`src/cpr_pkg.sv`:
```
package cpr_pkg;

    localparam int NUM_FRAMES = 64;
    localparam int FRAME_W    = $clog2(NUM_FRAMES);
    localparam int CNT_W      = $clog2(NUM_FRAMES + 1);

    localparam logic [1:0] CMD_VICTIM = 2'd0;
    localparam logic [1:0] CMD_PIN    = 2'd1;
    localparam logic [1:0] CMD_UNPIN  = 2'd2;

    typedef struct packed {
        logic [1:0] cmd;
        logic [5:0] frame;
    } req_t;

    typedef struct packed {
        logic       found;
        logic [5:0] victim_frame;
        logic [6:0] evictable_count;
    } resp_t;

    typedef struct packed {
        logic load;
        logic rotate;
        logic group;
        logic pick;
        logic apply;
    } ctrl_t;

    typedef struct packed {
        logic sweep;
    } stat_t;

endpackage

```
`src/cpr_ctrl.sv`:
```
module cpr_ctrl (
    input  logic            clk,
    input  logic            rst_n,
    input  logic            req_valid,
    output logic            req_stall,
    output logic            resp_valid,
    input  logic            resp_stall,
    input  cpr_pkg::stat_t  stat,
    output cpr_pkg::ctrl_t  ctrl
);
    import cpr_pkg::*;

    typedef enum logic [2:0] {
        S_IDLE,
        S_ROTATE,
        S_GROUP,
        S_PICK,
        S_APPLY
    } state_t;

    state_t state_reg, state_next;
    logic   resp_valid_reg, resp_valid_next;

    assign req_stall  = (state_reg != S_IDLE);
    assign resp_valid = resp_valid_reg;

    always_comb
    begin
        ctrl.load   = (state_reg == S_IDLE) && req_valid;
        ctrl.rotate = (state_reg == S_ROTATE);
        ctrl.group  = (state_reg == S_GROUP);
        ctrl.pick   = (state_reg == S_PICK);
        // hold the result until the output register is free
        ctrl.apply  = (state_reg == S_APPLY) && (!resp_valid_reg || !resp_stall);
    end

    always_comb
    begin
        state_next = state_reg;
        case (state_reg)
            S_IDLE:
            begin
                if (req_valid)
                    state_next = S_ROTATE;
            end
            S_ROTATE:
            begin
                state_next = stat.sweep ? S_GROUP : S_APPLY;
            end
            S_GROUP:
            begin
                state_next = S_PICK;
            end
            S_PICK:
            begin
                state_next = S_APPLY;
            end
            S_APPLY:
            begin
                if (ctrl.apply)
                    state_next = S_IDLE;
            end
            default:
            begin
                state_next = S_IDLE;
            end
        endcase

        if (ctrl.apply)
            resp_valid_next = 1'b1;
        else if (!resp_stall)
            resp_valid_next = 1'b0;
        else
            resp_valid_next = resp_valid_reg;
    end

    always_ff @(posedge clk or negedge rst_n)
    begin
        if (!rst_n)
        begin
            state_reg      <= S_IDLE;
            resp_valid_reg <= 1'b0;
        end
        else
        begin
            state_reg      <= state_next;
            resp_valid_reg <= resp_valid_next;
        end
    end

endmodule

```
`src/cpr_datapath.sv`:
```
module cpr_datapath (
    input  logic            clk,
    input  logic            rst_n,
    input  cpr_pkg::ctrl_t  ctrl,
    output cpr_pkg::stat_t  stat,
    input  cpr_pkg::req_t   req,
    output cpr_pkg::resp_t  resp
);
    import cpr_pkg::*;

    localparam int GROUPS = (NUM_FRAMES + 7) / 8;
    localparam int PAD_W  = GROUPS * 8;
    localparam int GRP_W  = (GROUPS > 1) ? $clog2(GROUPS) : 1;
    localparam int WIDE_W = ((FRAME_W > 6) ? FRAME_W : 6) + 1;

    logic [NUM_FRAMES-1:0] evict_reg, evict_next;
    logic [NUM_FRAMES-1:0] ref_reg, ref_next;
    logic [FRAME_W-1:0]    hand_reg, hand_next;
    logic [CNT_W-1:0]      count_reg, count_next;

    req_t                  req_reg;
    logic [PAD_W-1:0]      a_rot_reg, a_rot_next;
    logic [PAD_W-1:0]      b_rot_reg, b_rot_next;
    logic [GROUPS-1:0]     a_any_reg, a_any_next;
    logic [GROUPS-1:0]     b_any_reg, b_any_next;
    logic [2:0]            a_low_reg [GROUPS];
    logic [2:0]            a_low_next [GROUPS];
    logic [2:0]            b_low_reg [GROUPS];
    logic [2:0]            b_low_next [GROUPS];
    logic [FRAME_W-1:0]    off_reg, off_next;
    logic                  use_b_reg, use_b_next;
    resp_t                 resp_reg, resp_next;

    logic [WIDE_W-1:0]     frame_wide;
    logic                  frame_ok;
    logic [FRAME_W-1:0]    frame_idx;
    logic [FRAME_W-1:0]    victim_idx;

    function automatic logic [FRAME_W-1:0] wrap_add(input logic [FRAME_W-1:0] base,
                                                    input logic [FRAME_W-1:0] step);
        logic [FRAME_W:0] sum;
        sum = {1'b0, base} + {1'b0, step};
        if (sum >= (FRAME_W+1)'(NUM_FRAMES))
            sum = sum - (FRAME_W+1)'(NUM_FRAMES);
        return sum[FRAME_W-1:0];
    endfunction

    // distance from the hand to a position, walking forward around the ring
    function automatic logic [FRAME_W-1:0] ring_dist(input logic [FRAME_W-1:0] pos,
                                                     input logic [FRAME_W-1:0] from);
        logic [FRAME_W:0] diff;
        if (pos >= from)
            diff = {1'b0, pos} - {1'b0, from};
        else
            diff = {1'b0, pos} + (FRAME_W+1)'(NUM_FRAMES) - {1'b0, from};
        return diff[FRAME_W-1:0];
    endfunction

    assign stat.sweep = (req_reg.cmd == CMD_VICTIM) && (count_reg != '0);
    assign resp       = resp_reg;

    assign frame_wide = WIDE_W'(req_reg.frame);
    assign frame_ok   = frame_wide < WIDE_W'(NUM_FRAMES);
    assign frame_idx  = FRAME_W'(frame_wide);
    assign victim_idx = wrap_add(hand_reg, off_reg);

    // rotate the candidate masks so that the hand sits at bit zero
    always_comb
    begin : rotate_blk
        logic [FRAME_W-1:0] pos;
        a_rot_next = '0;
        b_rot_next = '0;
        for (int i = 0; i < NUM_FRAMES; i++)
        begin
            pos           = wrap_add(hand_reg, FRAME_W'(i));
            a_rot_next[i] = evict_reg[pos] & ~ref_reg[pos];
            b_rot_next[i] = evict_reg[pos];
        end
    end

    always_comb
    begin
        for (int g = 0; g < GROUPS; g++)
        begin
            a_any_next[g] = |a_rot_reg[g*8 +: 8];
            b_any_next[g] = |b_rot_reg[g*8 +: 8];
            a_low_next[g] = 3'd0;
            b_low_next[g] = 3'd0;
            for (int k = 7; k >= 0; k--)
            begin
                if (a_rot_reg[g*8 + k])
                    a_low_next[g] = 3'(k);
                if (b_rot_reg[g*8 + k])
                    b_low_next[g] = 3'(k);
            end
        end
    end

    // first group wins; fall back to any evictable frame when all are referenced
    always_comb
    begin : pick_blk
        logic [GRP_W-1:0] a_sel;
        logic [GRP_W-1:0] b_sel;
        logic [GRP_W+2:0] off_wide;
        a_sel = '0;
        b_sel = '0;
        for (int g = GROUPS - 1; g >= 0; g--)
        begin
            if (a_any_reg[g])
                a_sel = GRP_W'(g);
            if (b_any_reg[g])
                b_sel = GRP_W'(g);
        end
        use_b_next = ~|a_any_reg;
        if (use_b_next)
            off_wide = {b_sel, b_low_reg[b_sel]};
        else
            off_wide = {a_sel, a_low_reg[a_sel]};
        off_next = FRAME_W'(off_wide);
    end

    always_comb
    begin
        evict_next = evict_reg;
        ref_next   = ref_reg;
        hand_next  = hand_reg;
        count_next = count_reg;
        resp_next.found        = 1'b0;
        resp_next.victim_frame = 6'd0;
        case (req_reg.cmd)
            CMD_VICTIM:
            begin
                if (count_reg != '0)
                begin
                    if (use_b_reg)
                        ref_next = ref_reg & ~evict_reg;
                    else
                    begin
                        for (int p = 0; p < NUM_FRAMES; p++)
                        begin
                            if (evict_reg[p] &&
                                ring_dist(FRAME_W'(p), hand_reg) < off_reg)
                                ref_next[p] = 1'b0;
                        end
                    end
                    evict_next[victim_idx] = 1'b0;
                    hand_next              = wrap_add(victim_idx, FRAME_W'(1));
                    count_next             = count_reg - CNT_W'(1);
                    resp_next.found        = 1'b1;
                    resp_next.victim_frame = 6'(victim_idx);
                end
            end
            CMD_PIN:
            begin
                if (frame_ok && evict_reg[frame_idx])
                begin
                    evict_next[frame_idx] = 1'b0;
                    count_next            = count_reg - CNT_W'(1);
                end
            end
            CMD_UNPIN:
            begin
                if (frame_ok && !evict_reg[frame_idx])
                begin
                    evict_next[frame_idx] = 1'b1;
                    ref_next[frame_idx]   = 1'b1;
                    count_next            = count_reg + CNT_W'(1);
                end
            end
            default:
            begin
            end
        endcase
        resp_next.evictable_count = 7'(count_next);
    end

    always_ff @(posedge clk or negedge rst_n)
    begin
        if (!rst_n)
        begin
            evict_reg <= '0;
            ref_reg   <= '0;
            hand_reg  <= '0;
            count_reg <= '0;
        end
        else if (ctrl.apply)
        begin
            evict_reg <= evict_next;
            ref_reg   <= ref_next;
            hand_reg  <= hand_next;
            count_reg <= count_next;
        end
    end

    always_ff @(posedge clk)
    begin
        if (ctrl.load)
            req_reg <= req;
        if (ctrl.rotate)
        begin
            a_rot_reg <= a_rot_next;
            b_rot_reg <= b_rot_next;
        end
        if (ctrl.group)
        begin
            a_any_reg <= a_any_next;
            b_any_reg <= b_any_next;
            a_low_reg <= a_low_next;
            b_low_reg <= b_low_next;
        end
        if (ctrl.pick)
        begin
            off_reg   <= off_next;
            use_b_reg <= use_b_next;
        end
        if (ctrl.apply)
            resp_reg <= resp_next;
    end

endmodule

```
`src/clock_page_replacer.sv`:
```
// Steps: an accepted request passes the rotate and update steps; a victim request
// with a nonzero count also passes group search and pick (rotate, group search,
// pick, update). Intake: one request at a time; a new request is taken only after
// the last one is applied, and a stalled result holds the next request in its update
// step and stalls intake until the result is taken.
// Reset: asynchronous, active low; clears all marks, the hand, the count and result valid.
module clock_page_replacer (
    input  logic            clk,
    input  logic            rst_n,
    input  logic            req_valid,
    output logic            req_stall,
    input  cpr_pkg::req_t   req,
    output logic            resp_valid,
    input  logic            resp_stall,
    output cpr_pkg::resp_t  resp
);
    import cpr_pkg::*;

    ctrl_t ctrl;
    stat_t stat;

    cpr_ctrl u_ctrl (
        .clk        (clk),
        .rst_n      (rst_n),
        .req_valid  (req_valid),
        .req_stall  (req_stall),
        .resp_valid (resp_valid),
        .resp_stall (resp_stall),
        .stat       (stat),
        .ctrl       (ctrl)
    );

    cpr_datapath u_datapath (
        .clk   (clk),
        .rst_n (rst_n),
        .ctrl  (ctrl),
        .stat  (stat),
        .req   (req),
        .resp  (resp)
    );

endmodule
```
`config.mk`:
```
export PLATFORM = sky130hd
export DESIGN_NAME = clock_page_replacer
export DESIGN_NICKNAME = d
export VERILOG_FILES = /design/src/cpr_pkg.sv /design/src/cpr_ctrl.sv /design/src/cpr_datapath.sv /design/src/clock_page_replacer.sv
export SDC_FILE = /design/constraint.sdc
export NUM_CORES = 1
export LEC_CHECK = 0
export ABC_AREA = 1
export BUFFER_PORTS_ARGS = -buffer_cell sky130_fd_sc_hd__buf_2
export CELL_PAD_IN_SITES_DETAIL_PLACEMENT = 0
export CELL_PAD_IN_SITES_GLOBAL_PLACEMENT = 1
export CORE_MARGIN = 3
export CORE_UTILIZATION = 50
export CTS_CLUSTER_SIZE = 24
export DETAILED_ROUTE_END_ITERATION = 8
export GPL_TIMING_DRIVEN = 1
export PLACE_DENSITY = 0.95
export SKIP_CTS_REPAIR_TIMING = 1
export SYNTH_ARGS = -nofsm -noshare
export SYNTH_HDL_FRONTEND = slang
export SYNTH_SLANG_ARGS = --single-unit
```
`constraint.sdc`:
```
create_clock -name clk -period 16.7 [get_ports clk]
set_input_delay 3.34 -clock clk [delete_from_list [all_inputs] [get_ports clk]]
set_output_delay 3.34 -clock clk [all_outputs]
set_load 0.05 [all_outputs]
```
==> out/qor_table.md <==
| Metric | Reported | Unit |
|:---|:---|:---|
| Placed wire-length estimate after detailed placement | 105,000 | um |
| Post-route non-filler standard cell count | 5,617 | - |
| Filler Cell Count | 6,233 | - |
| Area of the die | 68,000 | um2 |
| Final GP Congestion | 1.08 | - |
| Clock sinks | 366 | - |
| Initial antenna violation count | 2 | - |
| Residual antenna-violating net count after detailed routing | 0 | - |
| Class of the tightest hold or removal check | reg2reg | - |
| DR vias/cell | 6.01 | - |
| Die extent in x | 261 | um |
| Startpoint kind of the worst setup timing path | input pin | - |
| Max-capacitance violation count | 0 | - |
| Leading cell type in the layout, fill and taps excluded | sky130_fd_sc_hd__nand2_1 | - |
| Critical path data required time | 17.14 | ns |
| Data arrival time of the critical path | 5.51 | ns |
| Number of buffers added by the clock tree synthesis step | 42 | - |
| Number of rows in the core area | 92 | - |
| TritonCTS clock tree | built | - |
| Setup slack of the most critical reg-to-reg path | 11.78 | ns |
| Maximum number of buffers from clock root to sink | 3 | - |
| Detailed router's first-iteration violation count | 4,270 | - |
| Number of I/O port buffers | 27 | - |
| Number of hold violations in the final report | 0 | - |
| Leading cell types in the layout, fill and taps excluded | 1,224 x sky130_fd_sc_hd__nand2_1, 641 x sky130_fd_sc_hd__o21ai_0, 548 x sky130_fd_sc_hd__inv_1, 375 x sky130_fd_sc_hd__nand3_1, 357 x sky130_fd_sc_hd__nor2_1 | - |
| Worst slew margin relative to its limit | 13.8 | % |
| Hold Path Stages | 2 | - |
| Maximum net fanout on the critical path | 66 | - |
| Crit Reg-Reg Startpoint | u_datapath.hand_reg[0] | - |
| Endpoint with the worst hold slack | u_datapath.evict_reg[28] | - |
| Warnings from Yosys | 0 | - |
| Area inside the core boundary | 63,700 | um2 |
| GRT Total Usage | 38.5 | % |
| Achievable clock frequency | 0.197 | GHz |
| Mean routed wirelength per cell | 23.7 | um |
| Number of H-tree levels | 2 | - |
| Dominant synthesized flop cell | sky130_fd_sc_hd__edfxtp_1 | - |
| Mapped Avg Cell Area | 6.72 | um2 |
| Detailed-router iteration count before antenna repair | 8 | - |
| Clock period minus final worst setup slack | 5.08 | ns |
| Mapped Nets | 5,001 | - |
| First-pass GRT wire length | 194,000 | um |
| Cell at the root of the clock tree | sky130_fd_sc_hd__clkbuf_16 | - |
| Mapped Cells | 4,831 | - |
| Number of DRC violations after detailed routing | 0 | - |
| Fraction of layout cells with a size suffix above 1 | 6.77 | % |
| Unrepaired setup endpoints after global routing | false | - |
| Clock Latency Late Sink | 0.59 | ns |
| P&R area growth vs syn | 6.22 | % |
| Initial Utilization | 51.0 | % |
| Worst flop-to-flop path endpoint | u_datapath.ref_reg[50] | - |
| Transition time at the pin with the least slew margin | 1.28 | ns |
| Total vias in the final route | 33,800 | - |
| Number of ports placed on the die boundary | 28 | - |
| Chip height | 261 | um |
| Seq cells post-synth | 366 | - |
| Fin. max-slew vios | 0 | - |
| Post-route clock period utilization | 30.4 | % |
| Setup skew after layout | 0.0430 | ns |
| Kind of critical path | in2reg | - |
| Nets@finish | 4,910 | - |
| Post-synthesis sequential area ratio | 31.6 | % |
| Via count of the first global-routing pass | 29,500 | - |
| GRT overflow | 0 | - |
| Worst hold path startpoint | u_datapath.evict_reg[28] | - |
| Number of placed instances, taps included | 5,542 | - |
| Outcome | complete, no violations | - |
| Netlist area before placement | 32,500 | um2 |
| Routed wire length | 133,000 | um |
| Reg clk slew, reported paths | 0.06 | ns |
| Fraction of registers with async set/reset | 39.6 | % |
| Final TNS setup | 0 | ns |
| Largest net degree at the start of global routing | 95 | - |
| Type of destination of the critical path | flop | - |
| Register-to-Register Path Depth | 14 | - |
| Number of flops mapped to enable cells by yosys | 221 | - |
| Distinct cell type count of the synthesized netlist | 51 | - |
| Setup Viol. Count Final | 0 | - |
worst max path at each step:
stage                   startpoint                       end  slack [ns]  cells past startpoint
6_report                resp_stall  u_datapath.evict_reg[17]       11.62                     11
2_1_floorplan  u_ctrl.state_reg[2]   u_datapath.a_rot_reg[0]       10.20                      3
3_5_place_dp            resp_stall  u_datapath.evict_reg[36]       11.12                     11
5_1_grt                 resp_stall  u_datapath.evict_reg[34]       11.43                     11
3_3_place_gp            resp_stall  u_datapath.evict_reg[37]       11.16                     11
4_1_cts                 resp_stall  u_datapath.evict_reg[17]       11.71                     11
cell usage after synthesis (13+ instances only):
master                        n  area [um2]
sky130_fd_sc_hd__nor4_1      28         175
sky130_fd_sc_hd__inv_1      549        2060
sky130_fd_sc_hd__clkinv_1    14        52.6
sky130_fd_sc_hd__o21ai_0    641        3210
sky130_fd_sc_hd__o211ai_1    78         586
sky130_fd_sc_hd__o21bai_1    19         143
sky130_fd_sc_hd__clkbuf_1   128         480
sky130_fd_sc_hd__mux2i_1     52         521
sky130_fd_sc_hd__o21ai_1     86         430
sky130_fd_sc_hd__edfxtp_1   221        6640
sky130_fd_sc_hd__ha_1       157        1960
sky130_fd_sc_hd__buf_2       51         255
sky130_fd_sc_hd__nand2_1   1224        4590
sky130_fd_sc_hd__dfrtp_1    145        3630
sky130_fd_sc_hd__xor2_1      85         744
sky130_fd_sc_hd__o31ai_1     32         240
sky130_fd_sc_hd__nor3_1      42         210
sky130_fd_sc_hd__a21oi_1    220        1100
sky130_fd_sc_hd__nand4_1     44         275
sky130_fd_sc_hd__a31oi_1     14        87.6
sky130_fd_sc_hd__buf_6       13         146
sky130_fd_sc_hd__buf_1       15        56.3
sky130_fd_sc_hd__nor2_1     362        1360
sky130_fd_sc_hd__or2_2      133         832
sky130_fd_sc_hd__nand3_1    375        1880
logic make-up after synthesis:
| logic type | synth area share [%] |
|---|---|
| AND/OR/NAND/NOR | 29.2 |
| buffers and inverters | 9.64 |
| AO/OA/AOI/OAI | 19.1 |
| flip-flops | 31.6 |
| multiplexers | 1.60 |
| adder cells (fa/ha/maj) | 6.11 |
| XOR/XNOR | 2.71 |
metrics by stage:
stage | area [um2] | hold slack (ns) | setup slack (ns) | utilization (%)
after floorplan | 32500 | 0.479 | 10.20 | -
after global placement | 33200 | 0.497 | 11.16 | 52.1
after detailed placement | 33200 | 0.504 | 11.12 | 52.1
after CTS | 34500 | 0.519 | 11.71 | 54.2
after global routing | 34500 | 0.555 | 11.43 | 54.2
final | 34500 | 0.514 | 11.62 | 54.2
area by class of cell:
class	instances	area (um2)	share of cell area (%)
Antenna cell	1	2.50	0.00725
Clock buffer	51	1140	3.29
Clock inverter	23	209	0.606
Inverter	572	2150	6.22
Multi-Input combinational cell	3680	19100	55.5
Sequential cell	366	10300	29.8
Tap cell	846	1060	3.07
Timing Repair Buffer	78	524	1.52
layer usage:
layer	global-route usage, %	vias up	wire (um)
met3	7.12	374	13900
met5	0	-	13
met1	50.6	15600	52000
li1	-	15900	-
met2	57.2	1837	55700
met4	26.7	2	11600
critical path: stages:
cell	delay (ns)
sky130_fd_sc_hd__buf_2	0.10
sky130_fd_sc_hd__nand2_1	0.07
sky130_fd_sc_hd__nand2_1	0.27
sky130_fd_sc_hd__clkinv_1	0.13
sky130_fd_sc_hd__buf_4	0.28
sky130_fd_sc_hd__o21ai_1	0.16
sky130_fd_sc_hd__nor2_4	0.18
sky130_fd_sc_hd__buf_4	0.58
sky130_fd_sc_hd__nand2_1	0.13
sky130_fd_sc_hd__nand2_1	0.10
sky130_fd_sc_hd__o21ai_1	0.07
Power is not shown: default switching activity piles up to over one toggle a cycle in this logic, so the estimate is an artifact.
